--- src/rtl/core/opl_pkg.sv ---
// Shared codes, command type and sizing constants for the ordered point list.
package opl_pkg;

   localparam int DEF_CAPACITY   = 64;
   localparam int DEF_COORD_BITS = 32;

   // cell position compare width, covers the largest supported capacity
   localparam int POS_BITS = 11;

   localparam logic [2:0] OP_APPEND = 3'd0;
   localparam logic [2:0] OP_READ   = 3'd1;
   localparam logic [2:0] OP_MODIFY = 3'd2;
   localparam logic [2:0] OP_DELETE = 3'd3;
   localparam logic [2:0] OP_INSERT = 3'd4;
   localparam logic [2:0] OP_CLEAR  = 3'd5;

   localparam logic [1:0] ST_DONE  = 2'd0;
   localparam logic [1:0] ST_FULL  = 2'd1;
   localparam logic [1:0] ST_RANGE = 2'd2;

   // per-cycle action broadcast to every cell
   localparam logic [2:0] ACT_HOLD  = 3'd0;
   localparam logic [2:0] ACT_WRITE = 3'd1;
   localparam logic [2:0] ACT_CLOSE = 3'd2;
   localparam logic [2:0] ACT_OPEN  = 3'd3;
   localparam logic [2:0] ACT_SNAP  = 3'd4;
   localparam logic [2:0] ACT_SLIDE = 3'd5;

   typedef struct packed {
      logic [2:0]          act;
      logic [POS_BITS-1:0] pos;
   } opl_cmd_type;

endpackage

--- src/rtl/core/opl_cell.sv ---
// One list cell: holds one entry and one read tap, trades with its neighbors.
module opl_cell #(
   parameter int IDX     = 0,
   parameter int ENTRY_W = 64
) (
   input  logic                 clock,
   input  opl_pkg::opl_cmd_type cmd,
   input  logic [ENTRY_W-1:0]   point,
   input  logic [ENTRY_W-1:0]   left_entry,
   input  logic [ENTRY_W-1:0]   right_entry,
   input  logic [ENTRY_W-1:0]   right_tap,
   output logic [ENTRY_W-1:0]   entry,
   output logic [ENTRY_W-1:0]   tap
);
   import opl_pkg::*;

   localparam logic [POS_BITS-1:0] MY_POS = POS_BITS'(IDX);

   logic               hit;
   logic               above;
   logic [ENTRY_W-1:0] entry_ff;
   logic [ENTRY_W-1:0] tap_ff;

   assign hit   = (cmd.pos == MY_POS);
   assign above = (MY_POS > cmd.pos);

   always_ff @(posedge clock) begin
      case (cmd.act)
         ACT_WRITE: begin
            if (hit) entry_ff <= point;
         end
         ACT_CLOSE: begin
            if (hit || above) entry_ff <= right_entry;
         end
         ACT_OPEN: begin
            if (hit) entry_ff <= point;
            else if (above) entry_ff <= left_entry;
         end
         ACT_SNAP: begin
            tap_ff <= entry_ff;
         end
         ACT_SLIDE: begin
            tap_ff <= right_tap;
         end
         default: begin
         end
      endcase
   end

   assign entry = entry_ff;
   assign tap   = tap_ff;

endmodule

--- config.mk ---
export PLATFORM = sky130hd
export DESIGN_NAME = opl_cell
export DESIGN_NICKNAME = d
export VERILOG_FILES = /design/src/rtl/core/opl_pkg.sv /design/src/rtl/core/opl_cell.sv
export SDC_FILE = /design/constraint.sdc
export NUM_CORES = 1
export LEC_CHECK = 0
export BUFFER_PORTS_ARGS = -buffer_cell sky130_fd_sc_hd__buf_4
export CAP_MARGIN = 20
export CORE_AREA = 4 4 151 153
export DETAILED_ROUTE_END_ITERATION = 8
export DIE_AREA = 0 0 155 157
export PLACE_DENSITY_LB_ADDON = 0.2
export SLEW_MARGIN = 15
export SYNTH_ARGS = -nofsm -noshare
export SYNTH_HDL_FRONTEND = slang
export SYNTH_SLANG_ARGS = --single-unit
export TNS_END_PERCENT = 100
--- constraint.sdc ---
create_clock -name clock -period 7.25 [get_ports clock]
set_clock_uncertainty 0.15 [all_clocks]
set_input_delay 0.3625 -clock clock [delete_from_list [all_inputs] [get_ports clock]]
set_output_delay 0.3625 -clock clock [all_outputs]
set_load 0.05 [all_outputs]
==> results.toml <==
[run_status]
status = "complete, no violations"

[synthesis]
synth_cell_types = 22
postSynthAreaPerCell_sq_um = 12.1
yosysTopAreaCell = "edfxtp_1"
synth_top_cell_area_share_pct = 54.2
synth_warnings = 0
synthCells = 586
syn_nets = 857
synth_area_leaders = "edfxtp_1 54%, mux2_2 10%, a211oi_2 8.5%, nand2b_1 5.6%, nor4_1 5.6%"
synth_area_sq_um = 7090
seq_area_frac_synth_pct = 54.2
synth_seq_cells = 128

[setup_path]
cp.required_ns = 7.15
worstPathArrival_ns = 3.19
start_kind = "input port"
reg2reg_depth = 1
reg2reg_slack_ns = 6.12
reg2reg_from = "entry[28]$_DFFE_PP_"
cp_max_fo = 65
crit_path_end_kind = "flip-flop"
path_class = "input port to flip-flop"
timing.rr.end = "tap[28]$_DFFE_PP_"

[final_layout]
drive_gt1_share_pct = 58.0
fin_nets = 1222
area_growth_pct = 54.2
final_cell_mix = "407 x buf_4, 128 x edfxtp_1, 64 x nor2_1, 64 x mux2_2"
layout_commonest_cell = "buf_4"
n_fill_cell = 2011

[clock_tree]
post_cts_buffers = 0
cts_max_path_buffers = 2
clock_latency_ns = 0.41
cts_max_level = 4
clock_sinks = 128
clockRootBuffer = "clkbuf_16"
cts_resized = 0
cts_tree = "built"
path_clk_slew_ns = 0.06
cts_hold_buf = 0
numCtsBuffers = 17

[pwr]
power.internal_uw = 1640
p_comb_share_pct = 14.1
vdd_ir_drop_max_mv = 0.143
sw_frac_of_total_pct = 22.8
seqPwrFrac_pct = 39.2
p_switching_uw = 483
p_per_area_nw_per_um2 = 194
p_clk_share_pct = 46.7
leakagePower_uw = 0.00432

[floorplanning]
coreArea_sq_um = 21600
die_h_microns = 157
die_area_sq_um = 24300
fp-row-count = 54
start_util_pct = 32.9
fp.dieW_microns = 155
io_pins = 399

[timing]
rsz0062_at_grt = "no"
setup_ws_ns = 3.95
fin_tns_setup_ns = 0
setup_viol = 0
tightest_slew_ns = 1.13
max_freq_ghz = 0.303
hold_violations = 0
slew_violations = 0
fin_crit_ns = 3.30
post-route-period-util_pct = 45.5
slew_headroom_pct = 24.8

[worst_hold_path]
holdPathStages = 2
hp-start = "right_tap[17]"
min_path_type = "input port to flip-flop"
hold-path-endpoint = "tap[17]$_DFFE_PP_"

[placed_design]
place_ws_ns = 3.49
dp_hpwl_mm = 19.0
globalplace.congestion = 0.788
io_buffer_count = 398

[drt]
post-route-drc-count = 0
vias = 6547
first_pass_iters = 4
drtAntennaViolNets = 0
avgViaCountPerCell = 5.26
wl_mm = 27.5
drt_iter0_markers = 362
avgRoutedWirePerCell_microns = 22.1

[global_routing]
antenna_found_initial = 1
grt_pass1_wl_mm = 39.9
grt_remaining_overflow = 0
grt_max_degree = 71
grt_pass1_vias = 6740
track_usage_pct = 21.2

[job]
cap_violations = 0
logic make-up after synthesis:
kind of cell / share of synthesized area (%)
compound gates: 15.8
simple gates: 15.8
flops: 54.2
mux: 10.3
buf+inv: 3.93
state kept, by name, indices dropped and copies added, names as in the netlist:
register,flops
tap,64
entry,64
worst max path at each step:
stage	start	to	slack [ns]	cells past startpoint
global placement	cmd[0]	entry[7]$_DFFE_PP_	3.48	6
finish	cmd[5]	entry[3]$_DFFE_PP_	3.95	6
detailed placement	cmd[0]	entry[34]$_DFFE_PP_	3.49	6
global route	cmd[0]	entry[8]$_DFFE_PP_	3.81	6
CTS	cmd[0]	entry[53]$_DFFE_PP_	3.92	6
floorplan	cmd[12]	tap[10]$_DFFE_PP_	2.07	4
through the flow:
stage               util [%]  area (sq um)  total power, uW  std cells  hold slack (ns)
floorplan                  -          7090              989        586            0.432
finish                  50.8         10900             2120       1245           0.0903
detailed placement      47.6         10300             1150       1211            0.415
global route            50.8         10900             2190       1245           0.0752
global placement        47.6         10300             1140       1211            0.411
CTS                     50.7         10900             2140       1243           0.0731
power by group through the flow:
| stage | combinational, uW | clock (uW) | sequential (uW) |
|---|---|---|---|
| final | 300 | 989 | 830 |
| after global routing | 321 | 1040 | 830 |
| after CTS | 301 | 1010 | 830 |
| after detailed placement | 300 | 0 | 846 |
| after global placement | 296 | 0 | 845 |
| after floorplan | 114 | 0 | 875 |
layer usage:
layer | global-route usage (%) | vias up | wire (microns)
met5 | 0 | - | 0
met4 | 7.11 | 0 | 652
met3 | 4.70 | 34 | 1680
met2 | 38.1 | 261 | 14400
met1 | 25.2 | 3204 | 10800
li1 | - | 3048 | -
critical path: stages:
cell,delay (ns)
buf_4,0.12
or4_2,0.64
buf_4,0.38
or3_4,0.84
nor3_4,0.30
buf_4,0.46
area by class of cell:
type / instances / area (sq um) / area share, %
clock inverter: 14 / 238 / 2.17
antenna: 1 / 2.50 / 0.0229
clock buffer: 18 / 429 / 3.92
timing repair buffer: 408 / 3070 / 28.0
multi-input combinational: 396 / 3010 / 27.5
sequential: 128 / 3840 / 35.1
tap: 280 / 350 / 3.20
cells in the mapped netlist, drive strengths merged:
cell type  count
nand2b        63
or4            2
a211oi        63
nand3b         1
mux2i          1
buf            7
clkbuf        55
edfxtp       128
nor3           1
nor4          63
or3            2
or3b           1
nor2b          3
and4b          1
nor2          64
nand2          2
o22ai         63
o211ai         1
mux2          64
o31ai          1
(Power assumes the default switching activity.)
